`config.mk`:
```
export PLATFORM = sky130hd
export DESIGN_NAME = run_length_text_codec
export DESIGN_NICKNAME = d
export VERILOG_FILES = /design/src/rtl/core/rltc_pkg.sv /design/src/rtl/core/rltc_queue.sv /design/src/rtl/core/rltc_front.sv /design/src/rtl/core/rltc_back.sv /design/src/rtl/core/run_length_text_codec.sv
export SDC_FILE = /design/constraint.sdc
export NUM_CORES = 1
export LEC_CHECK = 0
export BUFFER_PORTS_ARGS = -buffer_cell sky130_fd_sc_hd__buf_2
export CORE_AREA = 2 2 269 204
export DETAILED_ROUTE_END_ITERATION = 8
export DIE_AREA = 0 0 271 206
export GPL_TIMING_DRIVEN = 1
export PLACE_DENSITY = 0.38
export SLEW_MARGIN = 20
export SYNTH_ARGS = -nofsm -noshare
export SYNTH_HDL_FRONTEND = slang
export SYNTH_SLANG_ARGS = --single-unit
```
`constraint.sdc`:
```
create_clock -name clk -period 7.05 [get_ports clk]
set_input_delay 0.705 -clock clk [delete_from_list [all_inputs] [get_ports clk]]
set_output_delay 0.705 -clock clk [all_outputs]
set_load 0.05 [all_outputs]
```
`src/rtl/core/rltc_pkg.sv`:
```
// Package for the run-length text codec: character codes, register map,
// default sizes and elaboration-time helpers. No dependencies.
package rltc_pkg;

  // Default saturation limit of a run or a repeat count.
  localparam int MAX_RUN_DEF = 1024;

  // Depth of the command queue between the front and back parts.
  localparam int QUEUE_DEPTH = 4;

  // Width of the repeat field in a result word.
  localparam int REP_W = 11;

  // ASCII codes of the decimal digits.
  localparam logic [7:0] CHAR_ZERO = 8'h30;
  localparam logic [7:0] CHAR_NINE = 8'h39;

  // Register map and mode codes.
  localparam int         REG_MODE      = 0;
  localparam logic [0:0] MODE_COMPRESS = 1'b0;
  localparam logic [0:0] MODE_EXPAND   = 1'b1;

  // Number of decimal digits of a positive constant.
  function automatic int num_digits(input int v);
    int n;
    int x;
    n = 1;
    x = v;
    for (int i = 0; i < 10; i++) begin
      if (x >= 10) begin
        x = x / 10;
        n = n + 1;
      end
    end
    return n;
  endfunction

  // Ten to the power k, for small constant k.
  function automatic int pow10(input int k);
    int p;
    p = 1;
    for (int i = 0; i < 9; i++) begin
      if (i < k) begin
        p = p * 10;
      end
    end
    return p;
  endfunction

endpackage

```
`src/rtl/core/rltc_queue.sv`:
```
// Small register-based queue that carries commands from the front part to
// the back part. Depends on nothing but its parameters.
module rltc_queue #(
  parameter int W     = 32,
  parameter int DEPTH = 4
) (
  input  logic         clk,
  input  logic         rst_n,
  input  logic         push,
  input  logic [W-1:0] push_data,
  input  logic         pop,
  output logic [W-1:0] head_data,
  output logic         not_empty,
  output logic         full
);

  localparam int AW = (DEPTH > 1) ? $clog2(DEPTH) : 1;
  localparam int CNTW = $clog2(DEPTH + 1);

  logic [W-1:0]    slot_r [DEPTH];
  logic [AW-1:0]   wr_ptr_r, wr_ptr_nxt;
  logic [AW-1:0]   rd_ptr_r, rd_ptr_nxt;
  logic [CNTW-1:0] count_r, count_nxt;
  logic            do_push, do_pop;

  assign not_empty = (count_r != '0);
  assign full      = (count_r == CNTW'(DEPTH));
  assign head_data = slot_r[rd_ptr_r];

  assign do_push = push && !full;
  assign do_pop  = pop && not_empty;

  // Pointer and fill-count update; pointers wrap at the depth.
  always_comb begin
    wr_ptr_nxt = wr_ptr_r;
    rd_ptr_nxt = rd_ptr_r;
    count_nxt  = count_r;
    if (do_push) begin
      wr_ptr_nxt = (wr_ptr_r == AW'(DEPTH - 1)) ? '0 : wr_ptr_r + AW'(1);
    end
    if (do_pop) begin
      rd_ptr_nxt = (rd_ptr_r == AW'(DEPTH - 1)) ? '0 : rd_ptr_r + AW'(1);
    end
    if (do_push && !do_pop) begin
      count_nxt = count_r + CNTW'(1);
    end else if (do_pop && !do_push) begin
      count_nxt = count_r - CNTW'(1);
    end
  end

  always_ff @(posedge clk) begin
    if (!rst_n) begin
      wr_ptr_r <= '0;
      rd_ptr_r <= '0;
      count_r  <= '0;
    end else begin
      wr_ptr_r <= wr_ptr_nxt;
      rd_ptr_r <= rd_ptr_nxt;
      count_r  <= count_nxt;
    end
  end

  // Storage needs no reset; only the fill count marks valid slots.
  always_ff @(posedge clk) begin
    if (do_push) begin
      slot_r[wr_ptr_r] <= push_data;
    end
  end

endmodule

```
`src/rtl/core/rltc_front.sv`:
```
// Front part of the run-length text codec: holds the mode register and the
// run or count state, and turns each input word into a command. Uses rltc_pkg.
module rltc_front
  import rltc_pkg::*;
#(
  parameter int MAX_RUN = MAX_RUN_DEF,
  parameter int CW      = $clog2(MAX_RUN + 1),
  parameter int ND      = num_digits(MAX_RUN),
  parameter int DW      = $clog2(ND + 1),
  parameter int CMD_W   = 18 + CW + DW
) (
  input  logic             clk,
  input  logic             rst_n,
  input  logic             cfg_we,
  input  logic             cfg_mode,
  output logic             mode,
  input  logic             in_valid,
  output logic             in_stall,
  input  logic [7:0]       in_symbol,
  input  logic             in_line_end,
  input  logic             q_full,
  output logic             q_push,
  output logic [CMD_W-1:0] q_data
);

  localparam int AW = CW + 4;

  // One command: a run or a literal, and an optional single trailing char.
  typedef struct packed {
    logic          run;
    logic [7:0]    a_char;
    logic [CW-1:0] a_len;
    logic [DW-1:0] a_ndig;
    logic          b_valid;
    logic [7:0]    b_char;
  } cmd_t;

  logic          mode_r;
  logic [7:0]    prev_r, prev_nxt;
  logic          have_r, have_nxt;
  logic [CW-1:0] count_r, count_nxt;
  logic          accept;
  logic          is_digit;
  logic [AW-1:0] acc;
  cmd_t          cmd;
  logic          emit;

  assign mode     = mode_r;
  assign in_stall = q_full;
  assign accept   = in_valid && !q_full;
  assign q_push   = accept && emit;
  assign q_data   = cmd;

  assign is_digit = (in_symbol >= CHAR_ZERO) && (in_symbol <= CHAR_NINE);

  // Next decimal count in expand mode, saturated at the run limit.
  always_comb begin
    acc = AW'(count_r) * AW'(10) + AW'(in_symbol - CHAR_ZERO);
    if (acc > AW'(MAX_RUN)) begin
      acc = AW'(MAX_RUN);
    end
  end

  // Classify the word and build its command and the next state.
  always_comb begin
    cmd       = '0;
    emit      = 1'b0;
    prev_nxt  = prev_r;
    have_nxt  = have_r;
    count_nxt = count_r;
    if (mode_r == MODE_COMPRESS) begin
      cmd.run = 1'b1;
      if (!have_r) begin
        prev_nxt  = in_symbol;
        count_nxt = CW'(1);
        have_nxt  = 1'b1;
        if (in_line_end) begin
          emit       = 1'b1;
          cmd.a_char = in_symbol;
          cmd.a_len  = CW'(1);
        end
      end else if (in_symbol == prev_r) begin
        if (count_r >= CW'(MAX_RUN)) begin
          // Saturated run goes out; this word opens a new run of one.
          emit        = 1'b1;
          cmd.a_char  = prev_r;
          cmd.a_len   = CW'(MAX_RUN);
          cmd.b_valid = in_line_end;
          cmd.b_char  = prev_r;
          count_nxt   = CW'(1);
        end else begin
          count_nxt = count_r + CW'(1);
          if (in_line_end) begin
            emit       = 1'b1;
            cmd.a_char = prev_r;
            cmd.a_len  = count_r + CW'(1);
          end
        end
      end else begin
        emit        = 1'b1;
        cmd.a_char  = prev_r;
        cmd.a_len   = count_r;
        cmd.b_valid = in_line_end;
        cmd.b_char  = in_symbol;
        prev_nxt    = in_symbol;
        count_nxt   = CW'(1);
      end
    end else begin
      if (is_digit) begin
        count_nxt = CW'(acc);
        have_nxt  = 1'b1;
      end else begin
        cmd.a_char = in_symbol;
        if (!have_r) begin
          emit      = 1'b1;
          cmd.a_len = CW'(1);
        end else if (count_r != '0) begin
          emit      = 1'b1;
          cmd.a_len = count_r;
        end
        have_nxt  = 1'b0;
        count_nxt = '0;
      end
    end
    if (in_line_end) begin
      prev_nxt  = '0;
      have_nxt  = 1'b0;
      count_nxt = '0;
    end
    // Digit count of a run longer than one; zero means no digits.
    if (cmd.run && (cmd.a_len > CW'(1))) begin
      cmd.a_ndig = DW'(1);
      for (int k = 1; k < ND; k++) begin
        if (cmd.a_len >= CW'(pow10(k))) begin
          cmd.a_ndig = DW'(k + 1);
        end
      end
    end
  end

  // Mode register and run state; a mode write clears the state.
  always_ff @(posedge clk) begin
    if (!rst_n) begin
      mode_r  <= MODE_COMPRESS;
      prev_r  <= '0;
      have_r  <= 1'b0;
      count_r <= '0;
    end else if (cfg_we) begin
      mode_r  <= cfg_mode;
      prev_r  <= '0;
      have_r  <= 1'b0;
      count_r <= '0;
    end else if (accept) begin
      prev_r  <= prev_nxt;
      have_r  <= have_nxt;
      count_r <= count_nxt;
    end
  end

endmodule

```
`src/rtl/core/rltc_back.sv`:
```
// Back part of the run-length text codec: takes commands from the queue and
// sends one result word a cycle while the output is not stalled, decimal digits first. Uses rltc_pkg.
module rltc_back
  import rltc_pkg::*;
#(
  parameter int MAX_RUN = MAX_RUN_DEF,
  parameter int CW      = $clog2(MAX_RUN + 1),
  parameter int ND      = num_digits(MAX_RUN),
  parameter int DW      = $clog2(ND + 1),
  parameter int CMD_W   = 18 + CW + DW
) (
  input  logic             clk,
  input  logic             rst_n,
  input  logic [CMD_W-1:0] head_data,
  input  logic             head_valid,
  output logic             pop,
  output logic             out_valid,
  input  logic             out_stall,
  output logic [7:0]       out_char,
  output logic [REP_W-1:0] out_repeat_res,
  output logic             out_last
);

  localparam int KW = (ND > 1) ? $clog2(ND) : 1;
  localparam int XW = CW + 4;

  typedef struct packed {
    logic          run;
    logic [7:0]    a_char;
    logic [CW-1:0] a_len;
    logic [DW-1:0] a_ndig;
    logic          b_valid;
    logic [7:0]    b_char;
  } cmd_t;

  typedef enum logic [2:0] {
    PH_DIGIT  = 3'b001,
    PH_CHAR_A = 3'b010,
    PH_CHAR_B = 3'b100
  } phase_t;

  cmd_t             head;
  logic             started_r;
  phase_t           ph_r, ph, ph_nxt;
  logic [CW-1:0]    rem_r, rem, rem_nxt;
  logic [KW-1:0]    k_r, k, k_nxt;
  logic [CW-1:0]    pw;
  logic [3:0]       dig;
  logic [XW-1:0]    sub;
  logic [7:0]       char_nxt;
  logic [REP_W-1:0] rep_nxt;
  logic             done;
  logic             advance;
  logic             out_valid_r;
  logic [7:0]       out_char_r;
  logic [REP_W-1:0] out_repeat_r;
  logic             out_last_r;

  assign head           = head_data;
  assign out_valid      = out_valid_r;
  assign out_char       = out_char_r;
  assign out_repeat_res = out_repeat_r;
  assign out_last       = out_last_r;

  // A fresh command takes its progress from the queue head.
  always_comb begin
    if (started_r) begin
      ph  = ph_r;
      rem = rem_r;
      k   = k_r;
    end else begin
      ph  = (head.a_ndig != '0) ? PH_DIGIT : PH_CHAR_A;
      rem = head.a_len;
      k   = KW'(head.a_ndig - DW'(1));
    end
  end

  // Weight of the current digit position.
  always_comb begin
    pw = CW'(1);
    for (int i = 0; i < ND; i++) begin
      if (k == KW'(i)) begin
        pw = CW'(pow10(i));
      end
    end
  end

  // Current digit: largest multiple of the weight that fits the remainder.
  always_comb begin
    dig = '0;
    sub = '0;
    for (int d = 1; d < 10; d++) begin
      if (XW'(rem) >= XW'(d) * XW'(pw)) begin
        dig = 4'(d);
        sub = XW'(d) * XW'(pw);
      end
    end
  end

  // Result word for the current step and the step after it.
  always_comb begin
    char_nxt = head.a_char;
    rep_nxt  = REP_W'(1);
    done     = 1'b1;
    ph_nxt   = PH_CHAR_A;
    rem_nxt  = rem;
    k_nxt    = k;
    case (ph)
      PH_DIGIT: begin
        char_nxt = CHAR_ZERO + {4'b0000, dig};
        done     = 1'b0;
        rem_nxt  = CW'(XW'(rem) - sub);
        k_nxt    = k - KW'(1);
        ph_nxt   = (k == '0) ? PH_CHAR_A : PH_DIGIT;
      end
      PH_CHAR_A: begin
        char_nxt = head.a_char;
        rep_nxt  = head.run ? REP_W'(1) : REP_W'(head.a_len);
        done     = !head.b_valid;
        ph_nxt   = PH_CHAR_B;
      end
      PH_CHAR_B: begin
        char_nxt = head.b_char;
        done     = 1'b1;
      end
      default: begin
        char_nxt = head.a_char;
        done     = 1'b1;
      end
    endcase
  end

  assign advance = head_valid && (!out_valid_r || !out_stall);
  assign pop     = advance && done;

  // Output register and progress through the current command.
  always_ff @(posedge clk) begin
    if (!rst_n) begin
      out_valid_r <= 1'b0;
      started_r   <= 1'b0;
      ph_r        <= PH_CHAR_A;
    end else if (advance) begin
      out_valid_r <= 1'b1;
      started_r   <= !done;
      ph_r        <= ph_nxt;
    end else if (!out_stall) begin
      out_valid_r <= 1'b0;
    end
  end

  always_ff @(posedge clk) begin
    if (advance) begin
      out_char_r   <= char_nxt;
      out_repeat_r <= rep_nxt;
      out_last_r   <= done;
      rem_r        <= rem_nxt;
      k_r          <= k_nxt;
    end
  end

endmodule

```
`src/rtl/core/run_length_text_codec.sv`:
```
// Top level of the run-length text codec: APB-style register decode, front
// part, command queue and back part. Uses rltc_pkg and the rltc_* modules.
//
// The codec takes one text character per input word and, in compress mode,
// writes each run as its decimal length (left out for a run of one) and
// then the character; in expand mode, digits build a count, saturating at
// MAX_RUN, and a non-digit comes out once with that count as its repeat
// value. The front part accepts one input word every cycle while the
// command queue (QUEUE_DEPTH entries) has room; the back part sends one
// result word per cycle while the output is not stalled. An accepted word
// passes through the command queue and the output register before its
// first result appears. Register 0 (byte address 0) is the mode: 0 compress,
// 1 expand; writing it clears any open run or pending count. The user must
// write it only while the codec is idle; the block does not enforce this.
module run_length_text_codec
  import rltc_pkg::*;
#(
  parameter int MAX_RUN = MAX_RUN_DEF
) (
  input  logic             clk,
  input  logic             rst_n,
  input  logic             cfg_psel,
  input  logic             cfg_penable,
  input  logic             cfg_pwrite,
  input  logic [2:0]       cfg_paddr,
  input  logic [31:0]      cfg_pwdata,
  output logic [31:0]      cfg_prdata,
  output logic             cfg_pready,
  input  logic             in_valid,
  output logic             in_stall,
  input  logic [7:0]       in_symbol,
  input  logic             in_line_end,
  output logic             out_valid,
  input  logic             out_stall,
  output logic [7:0]       out_char,
  output logic [REP_W-1:0] out_repeat_res,
  output logic             out_last
);

  localparam int CW    = $clog2(MAX_RUN + 1);
  localparam int ND    = num_digits(MAX_RUN);
  localparam int DW    = $clog2(ND + 1);
  localparam int CMD_W = 18 + CW + DW;

  logic             mode_sel;
  logic             cfg_we;
  logic             mode;
  logic             q_push;
  logic [CMD_W-1:0] q_push_data;
  logic             q_pop;
  logic [CMD_W-1:0] q_head;
  logic             q_not_empty;
  logic             q_full;

  // Register decode: one 32-bit register, reads return the mode.
  assign cfg_pready = 1'b1;
  assign mode_sel   = (cfg_paddr[2] == 1'(REG_MODE));
  assign cfg_we     = cfg_psel && cfg_penable && cfg_pwrite && mode_sel;
  assign cfg_prdata = mode_sel ? {31'b0, mode} : 32'b0;

  rltc_front #(
    .MAX_RUN (MAX_RUN),
    .CW      (CW),
    .ND      (ND),
    .DW      (DW),
    .CMD_W   (CMD_W)
  ) u_front (
    .clk         (clk),
    .rst_n       (rst_n),
    .cfg_we      (cfg_we),
    .cfg_mode    (cfg_pwdata[0]),
    .mode        (mode),
    .in_valid    (in_valid),
    .in_stall    (in_stall),
    .in_symbol   (in_symbol),
    .in_line_end (in_line_end),
    .q_full      (q_full),
    .q_push      (q_push),
    .q_data      (q_push_data)
  );

  rltc_queue #(
    .W     (CMD_W),
    .DEPTH (QUEUE_DEPTH)
  ) u_queue (
    .clk       (clk),
    .rst_n     (rst_n),
    .push      (q_push),
    .push_data (q_push_data),
    .pop       (q_pop),
    .head_data (q_head),
    .not_empty (q_not_empty),
    .full      (q_full)
  );

  rltc_back #(
    .MAX_RUN (MAX_RUN),
    .CW      (CW),
    .ND      (ND),
    .DW      (DW),
    .CMD_W   (CMD_W)
  ) u_back (
    .clk            (clk),
    .rst_n          (rst_n),
    .head_data      (q_head),
    .head_valid     (q_not_empty),
    .pop            (q_pop),
    .out_valid      (out_valid),
    .out_stall      (out_stall),
    .out_char       (out_char),
    .out_repeat_res (out_repeat_res),
    .out_last       (out_last)
  );

endmodule
```
# Word-level counts from Yosys, hierarchy flattened
# Memory sizes are Yosys's and may differ from the RTL's. A register that Yosys moved wholly into a read port is not among the register bits.
# Index checks and enable logic that the tools add are counted.
# word_totals
n_memories	1
elab_cells	188
reg_bits	66
input_bits	51
ram_bits	128
# classes
reduce_logical	29
multipliers	11
n_bitwise	3
muxes	88
eq_ne	13
magnitude_cmp	17
n_addsub	11
# memory_table
name	words	word_bits	rd	rd_ports_with_merged_regs	wr	line	source
u_queue.slot_r	4	32	1	1	1	rltc_queue.sv:20	logic [W-1:0] slot_r [DEPTH];
# op_table
cell	n
$mux W11	23
$mux W32	5
$mux W19	7
$mul A32 B4 Y10 const B	3
$mul A32 B4 Y31 const B	2
$ge A11 B14 Y1	4
$ge A11 B11 Y1	4
$mux W9	4
$mux W8	4
$mul A3 B11 Y14 const A	2
$mux W3	9
$ge A11 B13 Y1	2
$mul A2 B11 Y13 const A	2
$mux W2	12
$mux W1	18
$pmux W8 S2	1
$add A15 B15 Y15	1
$ge A11 B15 Y1	1
$gt A15 B11 Y1 const B	1
$mul A4 B11 Y15 const A	1
$mul A11 B3 Y14 const B	1
$logic_and A1 B1 Y1	13
$ge A11 B12 Y1	1
$mux W4	3
32 further kinds	48

# Logic depth before layout (Yosys ltp)
# Gate-level depths: netlist of the first run.
# depth
word_depth	20
ltp_mapped	33

# Cells and area by module
# From an unflattened synthesis of the first run, not the netlist that was laid out.
# hier_totals
cells_unflattened	1241
hier_area_um2	13357.8
# by_module_without_submodules
module	instances	seq_area_each_um2	area_per_inst_um2	cells_each
rltc_queue	1	4023.9	5139.9	218
rltc_back	1	1091.0	4511.8	528
rltc_front	1	420.4	3439.5	459
run_length_text_codec	1	0.0	266.5	36

# Least setup slack after synthesis of the first run
# OpenSTA, ideal clock, no wires.
# synth_timing
path_kind	register to register
start	reg with a tool-made name
end	reg u_back.rem_r[10] (data pin)
required_ns	6.795
path_stages_with_launch	33
arrival_time_ns	7.569
path_buffers	5
period_less_slack_ns	7.824
setup_ns	0.255
path_slack_ns	-0.774
path_cell_list	dfxtp_1 buf_6 buf_2 buf_2 buf_1 mux4_2 inv_1 ha_1 a21oi_1 ha_1 clkbuf_1 nor2_1 inv_1 ha_1 nor2b_1 o21bai_1 a311oi_1 o41ai_1 nand2_1 or3_1 a21oi_1 o21a_1 ha_1 inv_1 fa_1 a21oi_1 o21a_1 o21ai_0 a41oi_1 nand2_1 a221oi_1 a211oi_1 and3_1
# synth_lines
element	line	source
to (signal assigned)	rltc_back.sv:156	rem_r <= rem_nxt;
to (decl)	rltc_back.sv:45	logic [CW-1:0] rem_r, rem, rem_nxt;

==> results of run 1 <==
kinds of logic after synthesis:
| logic type | count (synthesis) |
|---|---|
| AO/OA/AOI/OAI | 336 |
| XOR/XNOR | 35 |
| adder cells (fa/ha/maj) | 121 |
| buffers and inverters | 141 |
| flip-flops | 196 |
| multiplexers | 50 |
| other | 2 |
| AND/OR/NAND/NOR | 378 |
worst max-delay path: cells and delay by family, from the launching register on:
family                     cells  cell delay, ns
and+or+nand+nor                6            1.22
buffers and inverters          5            0.52
AOI/OAI and AO/OA             12            2.38
adders and majority gates      5            1.35
muxes                          1            0.54
DFF                            1            0.39
path summary, 6_finish.rpt:
| path | cells after the start | from | end |
|---|---|---|---|
| setup / recovery | 29 | register | u_back.rem_r[10] |
| hold reg to reg | 1 | u_back.ph_r[2] | u_back.ph_r[2] |
| setup reg to reg | 29 | register | u_back.rem_r[10] |
| hold / removal | 3 | cfg_pwdata[0] | u_front.mode |
routing by layer:
layer / share of wire / GRT usage / up-vias
li1: - / - / 4926
met3: 0.045 / 0.0252 / 23
met1: 0.54 / 0.224 / 4997
met2: 0.41 / 0.203 / 249
met4: 0.0088 / 0.0247 / 0
met5: 0 / 0 / -
area by class of cell:
cell class              count  share of cell area
inverters                  64              0.0158
well taps                 722              0.0592
clock inverters            15              0.0133
flip-flops and latches    196               0.363
multi-input cells         952               0.470
repair buffers            115              0.0508
clock buffers              17              0.0279
layout by cell type (no fill, tap or decap), drive strengths merged, types with 19 or more instances in the layout:
| master | Yosys | routed |
|---|---|---|
| edfxtp | 161 | 161 |
| ha | 117 | 117 |
| buf | 42 | 115 |
| nor2 | 99 | 99 |
| a21oi | 85 | 85 |
| nand2 | 76 | 76 |
| inv | 61 | 68 |
| o21ai | 60 | 60 |
| dfxtp | 35 | 35 |
| nor3 | 33 | 33 |
| conb | 2 | 32 |
| mux4 | 32 | 32 |
| nand3 | 28 | 28 |
| and2 | 28 | 28 |
| a22oi | 22 | 22 |
| a21o | 20 | 20 |
| nor2b | 20 | 20 |
| xnor2 | 19 | 19 |
stage by stage:
step / util / area, um^2 / setup slack, ns
after floorplan: - / 13300 / 0.0191
after global placement: 0.272 / 14600 / 0.125
after CTS: 0.283 / 15200 / 0.0536
after detailed placement: 0.272 / 14600 / 0.104
after global routing: 0.285 / 15300 / 0.00719
final: 0.285 / 15300 / 0.413
sequential cells by signal (all words and copies together), names as in the netlist, named ones only:
register               cells
u_queue.wr_ptr_r           2
u_back.rem_r              11
u_back.out_valid           1
u_back.k_r                 2
u_front.have_r             1
u_front.prev_r             8
u_queue.rd_ptr_r           2
u_front.mode               1
u_back.out_last            1
u_front.count_r           11
u_back.started_r           1
u_queue.slot_r           128
u_back.out_repeat_res     11
u_back.out_char            8
u_queue.count_r            3
u_back.ph_r                3
repair_timing:
| action | 4_1_cts | 5_1_grt |
|---|---|---|
| setup buffers | 0 | 1 |
| endpoints found under the setup margin | 0 | 2 |
| gates resized for setup | 0 | 14 |
| hold endpoints to repair | 0 | 0 |
==> out/results.ini, run 1 <==
[sta]
period_minus_slack_ns = 6.64
clock_skews_ns = 0.0167
max_freq_ghz = 0.151
slew-limit-headroom = 0.274
finalHoldViolCount = 0
worstMarginPinSlew_ns = 1.08
timing.hold.ws_ns = 0.514
final.setup.tns_ns = 0
unrepaired_setup_endpoints_after_global_routing = false
final-max-slew-violation-count = 0
setup_viol = 0
final_min_period_over_clock_period = 0.941

[yosys]
gate_count_of_the_mapped_netlist = 1259
synth_fa_ha_area_frac = 0.117
yosysTopAreaCell = sky130_fd_sc_hd__edfxtp_1
synth_seq_cells = 196
synth_top_area_share = 0.367
synth_top_flop_cell = sky130_fd_sc_hd__edfxtp_1
synth-async-reset-ratio = 0
synth_compound_area_frac = 0.173
synth-simple-area-share = 0.145
syn_avg_cell_area_um2 = 10.5
synth-warning-count = 0
unique_masters_post_synth = 83
main_combinational_cell_family_by_area_after_synthesis = compound AO/OA/AOI/OAI gates
post_synth_instance_area_mm2 = 0.0132
synth_xor_area_frac = 0.0233
synth_edf_count = 161
post_synth_most_frequent_cells = sky130_fd_sc_hd__edfxtp_1, sky130_fd_sc_hd__ha_1, sky130_fd_sc_hd__nor2_1, sky130_fd_sc_hd__a21oi_1, sky130_fd_sc_hd__nand2_1
synth.yosys.seq_area_share = 0.420
synth.most_common_cell = sky130_fd_sc_hd__edfxtp_1
ys_top_cells_by_area = sky130_fd_sc_hd__edfxtp_1, sky130_fd_sc_hd__ha_1, sky130_fd_sc_hd__dfxtp_1
synth_mux_area_frac = 0.0697

[global_route]
global_route.overflow_total = 0
wire_length_of_the_first_global_routing_pass_mm = 60.7
antenna_found_initial = 0
largest_net_degree_at_the_start_of_global_routing = 41
groute.usage.overall = 0.143
number_of_global_route_vias_before_repair = 9685

[detailed_routing]
ant_nets = 0
routed_wl_mm = 39.8
drc = 0
drt-pass1-iter-count = 5
drt_first_iter_violations = 669
avgRoutedWirePerCell_um = 19.1
route.vias.total = 10200
drt-vias-per-instance = 4.90

[cts]
numCtsBuffers = 17
worst_setup_hold_path_clk_slew_ns = 0.08
cts_tree = yes
cts_max_path_buffers = 2
cts-htree-levels = 4
cts.root.buffer_cell = sky130_fd_sc_hd__clkbuf_16
hold_buffers_post_cts = 0
clock_sink_count = 196
worstSkewPairLatency_ns = 0.45

[layout]
layout-drive-gt1-share = 0.161
fillers = 5614
num-nets-final = 1518
antenna_cells_inserted = 0
multiInputGateArea_mm2 = 0.00717
finish.cell_count_without_fillers = 2081
layout-area-overhead-vs-synth_pct = 15.8
layout.area.seq_mm2 = 0.00554

[placement]
dp_hpwl_mm = 30.3
cell_count_post_placement = 2048
final_estimated_routing_congestion_in_global_placement = 0.849
io_buffers = 40

[critical_path]
required_ns = 7.26
crit_path_max_fanout = 5
path_class = register to register
setup.worst_path.end_class = register
highest_cell_delay_on_the_worst_timing_path_ns = 0.54
cpMaxStageDelayCell = sky130_fd_sc_hd__mux4_2
r2r_slack_ns = 0.41
crit_path_start_kind = register
critical_path_arrival_ns = 6.85

[floorplanning]
die_y_um = 206
rows = 74
dieArea_mm2 = 0.0558
coreArea_mm2 = 0.0536
ios = 106
initial_utilization = 0.246
die_w_um = 271

[status]
status = complete, no violations

[min_path]
min-delay-path-class = primary input to register

[run]
max_cap_viol = 0

Power of run 1 is not shown: default switching activity piles up to over one toggle a cycle in this logic, so the estimate is an artifact.
==> run 2: changes to the inputs <==
--- a/config.mk
+++ b/config.mk
@@ -6,12 +6,14 @@
 export NUM_CORES = 1
 export LEC_CHECK = 0
 export BUFFER_PORTS_ARGS = -buffer_cell sky130_fd_sc_hd__buf_2
-export CORE_AREA = 2 2 269 204
+export CORE_AREA = 2 2 270 206
 export DETAILED_ROUTE_END_ITERATION = 8
-export DIE_AREA = 0 0 271 206
+export DIE_AREA = 0 0 272 208
 export GPL_TIMING_DRIVEN = 1
 export PLACE_DENSITY = 0.38
+export RECOVER_POWER = 25
 export SLEW_MARGIN = 20
 export SYNTH_ARGS = -nofsm -noshare
 export SYNTH_HDL_FRONTEND = slang
+export SYNTH_HIERARCHICAL = 1
 export SYNTH_SLANG_ARGS = --single-unit
==> out/results.ini, run 2 <==
[layout]
layout.cell_area.non_filler_mm2 = 0.0151  ; -0.86%
final_util = 0.281  ; -0.00342
most-common-layout-cells = sky130_fd_sc_hd__edfxtp_1, sky130_fd_sc_hd__ha_1, sky130_fd_sc_hd__a21oi_1
largest_register_ffs = 128  ; unchanged
most_common_cell_after_layout_fill_and_taps_aside = sky130_fd_sc_hd__edfxtp_1
layout-area-overhead-vs-synth_pct = 13.3
layout-drive-gt1-share = 0.159  ; -0.00238
num-nets-final = 1481  ; -2.4%
fillers = 5661  ; +0.84%
largest_reg_by_ff_count = u_queue/slot_r

[critical_path]
regToRegEndpoint = u_back/rem_r[10]
critical_path_arrival_ns = 6.96  ; +0.11 ns
crit_path_max_fanout = 12  ; +7
crit_path_start_kind = register
r2r_slack_ns = 0.29  ; -0.12 ns
path_class = register to register
reg2reg_depth = 26  ; -10%
setup.worst_path.end_class = register
required_ns = 7.25  ; about the same

[min_path]
worstHoldStart = out_stall
worstHoldPathCells = 3  ; unchanged
min-delay-path-class = primary input to register
worstHoldEndpoint = u_back/out_valid

[placement]
io_buffers = 40  ; unchanged
dp_hpwl_mm = 30.7  ; +1.2%
pre_cts_slack_ns = 0.194  ; +0.0900 ns
detailed_place.area_mm2 = 0.0145  ; -0.16%
final_estimated_routing_congestion_in_global_placement = 0.846  ; -0.31%

[yosys]
synth-warning-count = 6  ; +6
yosysTopAreaCell = sky130_fd_sc_hd__edfxtp_1
unique_masters_post_synth = 101  ; +22%
synth_mux_area_frac = 0.0708  ; +0.00113
ys_top_cells_by_area = sky130_fd_sc_hd__edfxtp_1, sky130_fd_sc_hd__ha_1, sky130_fd_sc_hd__dfxtp_1
synth_edf_count = 161  ; unchanged
synth-async-reset-ratio = 0  ; unchanged
post_synth_most_frequent_cells = sky130_fd_sc_hd__edfxtp_1, sky130_fd_sc_hd__ha_1, sky130_fd_sc_hd__a21oi_1, sky130_fd_sc_hd__nor2_1, sky130_fd_sc_hd__nand2_1
synth_seq_cells = 196  ; unchanged
synth.yosys.seq_area_share = 0.414  ; -0.00563
synth_xor_area_frac = 0.0233  ; +0.0000631
synth_top_flop_cell = sky130_fd_sc_hd__edfxtp_1
main_combinational_cell_family_by_area_after_synthesis = compound AO/OA/AOI/OAI gates
synth_top_area_share = 0.362  ; -0.00491
gate_count_of_the_mapped_netlist = 1241  ; -1.4%
synth_fa_ha_area_frac = 0.109  ; -0.00813
syn_avg_cell_area_um2 = 10.8  ; +2.8%
post_synth_instance_area_mm2 = 0.0134  ; +1.4%
synth-simple-area-share = 0.144  ; -0.000722
synth.most_common_cell = sky130_fd_sc_hd__edfxtp_1
synth_compound_area_frac = 0.180  ; +0.00723

[power_and_ir_drop]
ir_worst_vdd_v = 0.000254
power_uw = 7910
cellPowerDensity_mw_per_mm2 = 523
power.leakage_uw = 0.00559

[global_route]
wire_length_of_the_first_global_routing_pass_mm = 61.9  ; +2.1%
global_route.overflow_total = 0  ; unchanged
number_of_global_route_vias_before_repair = 9734  ; +0.51%
antenna_found_initial = 0  ; unchanged
largest_net_degree_at_the_start_of_global_routing = 37  ; -9.8%
groute.usage.overall = 0.143  ; +0.000395

[detailed_routing]
drt-pass1-iter-count = 5  ; unchanged
avgRoutedWirePerCell_um = 19.8  ; +3.2%
drt_first_iter_violations = 674  ; +0.75%
ant_nets = 0  ; unchanged
route.vias.total = 10100  ; -0.46%
routed_wl_mm = 40.6  ; +1.8%
drc = 0  ; unchanged
drt-vias-per-instance = 4.95  ; +0.95%

[cts]
cts.root.buffer_cell = sky130_fd_sc_hd__clkbuf_16
cts_tree = yes
worst_setup_hold_path_clk_slew_ns = 0.08  ; about the same
cts_post_setup_buffers_inserted = 0  ; unchanged
cts_max_path_buffers = 2  ; unchanged
numCtsBuffers = 17  ; unchanged
worstSkewPairLatency_ns = 0.46  ; about the same
clock_sink_count = 196  ; unchanged
cts-htree-levels = 4  ; unchanged

[sta]
slew-limit-headroom = -0.547  ; -0.822
final.setup.tns_ns = 0  ; unchanged
clock_skews_ns = 0.0184  ; +0.00169 ns
final_min_period_over_clock_period = 0.959  ; +0.0175
period_minus_slack_ns = 6.76  ; +0.123 ns
unrepaired_setup_endpoints_after_global_routing = false
final-max-slew-violation-count = 37  ; +37
setup_viol = 0  ; unchanged
post-route-worst-setup-slack_ns = 0.290  ; -0.123 ns
worstMarginPinSlew_ns = 2.32  ; +1.24 ns
max_freq_ghz = 0.148  ; -1.8%
finalHoldViolCount = 0  ; unchanged

[floorplanning]
rows = 74  ; unchanged
initial_utilization = 0.248  ; +0.00248
ios = 106  ; unchanged
die_w_um = 272  ; +0.37%
dieArea_mm2 = 0.0566  ; +1.3%
die_y_um = 208  ; +0.97%
coreArea_mm2 = 0.0538  ; +0.35%

[run]
max_cap_viol = 1  ; +1

[status]
status = finished with violations
failing_checks = capacitance limit, slew limit

run 2: changes by cell type in the layout (fill, tap and decap cells not counted), sizes merged, moves of 8 or more:
cell	change
clkbuf	+25
nand2b	-9
nor2	-18
o21ai	+15
buf	-28
a22oi	-9
a211oi	+8
xor2	-8
nor2b	-8
inv	-15
or2	+11
run 2: worst max-delay path by stage:
stage	startpoint	end	slack [ns]	depth (start not counted)
global route	register	u_back/rem_r[10]	0.007	26
global placement	register	u_back/rem_r[10]	0.08	26
finish	register	u_back/rem_r[10]	0.29	26
floorplan	register	u_back/rem_r[10]	0.47	26
detailed placement	register	u_back/rem_r[10]	0.19	26
CTS	register	u_back/rem_r[10]	0.16	26
run 2: stage by stage:
step / hold slack, ns / instances
3_5_place_dp: 0.495 / 2019
6_report: 0.499 / 2052
5_1_grt: 0.494 / 2051
4_1_cts: 0.467 / 2051
3_3_place_gp: 0.489 / 2019
2_1_floorplan: 0.468 / 1271
run 2: cells by family (layout without fill, tap and decap cells):
kind of cell	after synthesis	after routing
AND/OR/NAND/NOR	361	361
AO/OA/AOI/OAI	351	351
flip-flops	196	196
buffers and inverters	132	190
adder cells (fa/ha/maj)	114	114
multiplexers	52	52
XOR/XNOR	33	33
other	2	33
run 2: area by class of cell:
type / instances / area (um^2) / share of cell area
clock inverter: 15 / 180 / 0.0119
antenna: 1 / 2.50 / 0.000165
tap: 722 / 903 / 0.0597
multi-input combinational: 943 / 7190 / 0.475
inverter: 46 / 173 / 0.0114
sequential: 196 / 5540 / 0.366
timing repair buffer: 112 / 717 / 0.0474
clock buffer: 17 / 425 / 0.0281
run 2: where the power goes:
part / total [uW] / leakage [uW] / switching, uW / internal (uW)
logic: 5260 / 0.00349 / 3200 / 2060
clock network: 987 / 0.000296 / 504 / 483
registers: 1660 / 0.00180 / 85.1 / 1580
total: 7910 / 0.00559 / 3790 / 4120
run 2: worst max-delay path, stage by stage, from the launching register on:
cell                        delay [ns]
sky130_fd_sc_hd__dfxtp_2          0.40
sky130_fd_sc_hd__mux4_2           0.56
sky130_fd_sc_hd__inv_1            0.08
sky130_fd_sc_hd__ha_1             0.15
sky130_fd_sc_hd__a21oi_1          0.06
sky130_fd_sc_hd__buf_4            0.18
sky130_fd_sc_hd__ha_1             0.29
sky130_fd_sc_hd__or2_2            0.31
sky130_fd_sc_hd__buf_4            0.20
sky130_fd_sc_hd__ha_1             0.32
sky130_fd_sc_hd__nand2b_1         0.06
sky130_fd_sc_hd__a21oi_1          0.15
sky130_fd_sc_hd__a2111oi_1        0.06
sky130_fd_sc_hd__buf_4            0.14
sky130_fd_sc_hd__o31ai_1          0.75
sky130_fd_sc_hd__a31oi_1          0.20
sky130_fd_sc_hd__nor3_4           0.25
sky130_fd_sc_hd__nor3b_1          0.09
sky130_fd_sc_hd__ha_1             0.21
sky130_fd_sc_hd__fa_1             0.42
sky130_fd_sc_hd__nor2b_1          0.19
sky130_fd_sc_hd__o2111ai_1        0.20
sky130_fd_sc_hd__a31oi_1          0.28
sky130_fd_sc_hd__a31o_2           0.24
sky130_fd_sc_hd__mux2_2           0.35
sky130_fd_sc_hd__a211oi_2         0.26
sky130_fd_sc_hd__xnor2_1          0.08
run 2: per-layer routing:
metal	track usage	part of all wire
met1	0.224	0.53
met2	0.209	0.43
met5	0	0
met4	0.0252	0.0051
met3	0.0207	0.034
run 2: repair_timing:
item	CTS	global route
resized for setup	0	6
hold buffers	0	0
endpoints found under the setup margin	0	1
(Power assumes the default switching activity.)
==> run 3: changes to the inputs <==
--- a/config.mk
+++ b/config.mk
@@ -6,14 +6,13 @@
 export NUM_CORES = 1
 export LEC_CHECK = 0
 export BUFFER_PORTS_ARGS = -buffer_cell sky130_fd_sc_hd__buf_2
-export CORE_AREA = 2 2 270 206
+export CORE_AREA = 2 2 269 204
 export DETAILED_ROUTE_END_ITERATION = 8
-export DIE_AREA = 0 0 272 208
+export DIE_AREA = 0 0 271 206
 export GPL_TIMING_DRIVEN = 1
 export PLACE_DENSITY = 0.38
 export RECOVER_POWER = 25
 export SLEW_MARGIN = 20
 export SYNTH_ARGS = -nofsm -noshare
 export SYNTH_HDL_FRONTEND = slang
-export SYNTH_HIERARCHICAL = 1
 export SYNTH_SLANG_ARGS = --single-unit
==> out/results.ini, run 3 (synthesis gave the netlist of run 1 again) <==
[status]
status = finished with violations
failing_checks = capacitance limit, slew limit

[sta]
final.setup.tns_ns = 0  ; unchanged
max_freq_ghz = 0.151  ; +1.9%
slew-limit-headroom = -0.683  ; -0.135
final-max-slew-violation-count = 41  ; +11%
clock_skews_ns = 0.0198  ; +0.00141 ns
final_min_period_over_clock_period = 0.941  ; -0.0183
worstMarginPinSlew_ns = 2.52  ; +0.203 ns
unrepaired_setup_endpoints_after_global_routing = false
setup_viol = 0  ; unchanged
period_minus_slack_ns = 6.63  ; -0.129 ns
finalHoldViolCount = 0  ; unchanged

[layout]
antenna_cells_inserted = 0  ; -1
layout-drive-gt1-share = 0.143  ; -0.0153
fillers = 5625  ; -0.64%
most_common_cell_after_layout_fill_and_taps_aside = sky130_fd_sc_hd__edfxtp_1
largest_reg_by_ff_count = u_queue.slot_r
finish.cell_count_without_fillers = 2081  ; +1.4%
largest_register_ffs = 128  ; unchanged
num-nets-final = 1518  ; +2.5%
multiInputGateArea_mm2 = 0.00717  ; -0.24%
layout.area.seq_mm2 = 0.00554  ; about the same
layout.cell_area.non_filler_mm2 = 0.0152  ; +0.64%
layout-area-overhead-vs-synth_pct = 15.5
most-common-layout-cells = sky130_fd_sc_hd__edfxtp_1, sky130_fd_sc_hd__ha_1, sky130_fd_sc_hd__nor2_1

[detailed_routing]
route.vias.total = 10100  ; -0.11%
drc = 0  ; unchanged
avgRoutedWirePerCell_um = 19.1  ; -3.1%
ant_nets = 0  ; unchanged
drt_first_iter_violations = 679  ; +0.74%
drt-pass1-iter-count = 5  ; unchanged
drt-vias-per-instance = 4.87  ; -1.5%
routed_wl_mm = 39.8  ; -1.8%

[cts]
cts_tree = yes
worst_setup_hold_path_clk_slew_ns = 0.08  ; about the same
numCtsBuffers = 17  ; unchanged
cts.root.buffer_cell = sky130_fd_sc_hd__clkbuf_16
worstSkewPairLatency_ns = 0.45  ; about the same
cts-htree-levels = 4  ; unchanged
cts_max_path_buffers = 2  ; unchanged
clock_sink_count = 196  ; unchanged

[placement]
dp_hpwl_mm = 30.3  ; -1.2%
cell_count_post_placement = 2048  ; +1.4%
io_buffers = 40  ; unchanged
final_estimated_routing_congestion_in_global_placement = 0.849  ; +0.31%
detailed_place.area_mm2 = 0.0146  ; +0.16%

[critical_path]
crit_path_max_fanout = 5  ; -7
required_ns = 7.25  ; about the same
reg2reg_depth = 29  ; +12%
critical_path_arrival_ns = 6.83  ; -0.13 ns
crit_path_start_kind = register
setup.worst_path.end_class = register
cpMaxStageDelayCell = sky130_fd_sc_hd__mux4_2
regToRegEndpoint = u_back.rem_r[10]
r2r_slack_ns = 0.42  ; +0.13 ns
highest_cell_delay_on_the_worst_timing_path_ns = 0.54  ; -0.21 ns
path_class = register to register

[min_path]
worstHoldEndpoint = u_front.mode
worstHoldPathCells = 3  ; unchanged
min-delay-path-class = primary input to register
worstHoldStart = cfg_pwdata[0]

[floorplanning]
die_w_um = 271  ; -0.37%
initial_utilization = 0.246  ; -0.00248
coreArea_mm2 = 0.0536  ; -0.34%
dieArea_mm2 = 0.0558  ; -1.3%
ios = 106  ; unchanged
rows = 74  ; unchanged
die_y_um = 206  ; -0.96%

[global_route]
wire_length_of_the_first_global_routing_pass_mm = 60.7  ; -2.1%
antenna_found_initial = 0  ; unchanged
groute.usage.overall = 0.143  ; -0.000395
global_route.overflow_total = 0  ; unchanged
number_of_global_route_vias_before_repair = 9685  ; -0.50%
largest_net_degree_at_the_start_of_global_routing = 41  ; +11%

[run]
max_cap_viol = 1  ; unchanged

[run 3: final cells by class]
class	instances	share of cell area
tap	722	0.0593
timing repair buffer	115	0.0486
inverter	64	0.0159
multi-input combinational	952	0.471
sequential	196	0.364
clock buffer	17	0.0279
clock inverter	15	0.0133
[run 3: worst max-delay path by stage]
stage	start	endpoint	slack (ns)	cells past startpoint
floorplan	register	u_back.rem_r[10]	0.02	32
global placement	register	u_back.rem_r[10]	0.13	29
detailed placement	register	u_back.rem_r[10]	0.10	29
CTS	register	u_back.rem_r[10]	0.05	29
global route	register	u_back.rem_r[10]	0.007	29
finish	register	u_back.rem_r[10]	0.42	29
[run 3: routing by layer]
layer	vias to the layer above	track usage	part of all wire
li1	4930	-	-
met1	4951	0.224	0.54
met2	232	0.203	0.41
met3	24	0.0252	0.044
met4	0	0.0247	0.0078
met5	-	0	0
[run 3: critical path: cells and delay by family, from the launching register on]
kind / cells / cell delay (ns)
AO/OA/AOI/OAI: 12 / 2.36
AND/OR/NAND/NOR: 6 / 1.21
adder cells (fa/ha/maj): 5 / 1.35
multiplexers: 1 / 0.54
flip-flops: 1 / 0.39
buffers and inverters: 5 / 0.51
[run 3: repair_timing]
item	CTS	global route
resized for setup	0	14
setup buffers	0	1
setup endpoints to repair	0	2
hold buffers	0	0
[run 3: per-stage QoR]
step / worst slack (ns) / utilization / hold slack, ns
2_1_floorplan: 0.0191 / - / 0.472
5_1_grt: 0.00719 / 0.284 / 0.523
6_report: 0.419 / 0.284 / 0.518
4_1_cts: 0.0536 / 0.283 / 0.494
3_3_place_gp: 0.125 / 0.272 / 0.482
3_5_place_dp: 0.104 / 0.272 / 0.496
Power of run 3 is left out for the same reason.
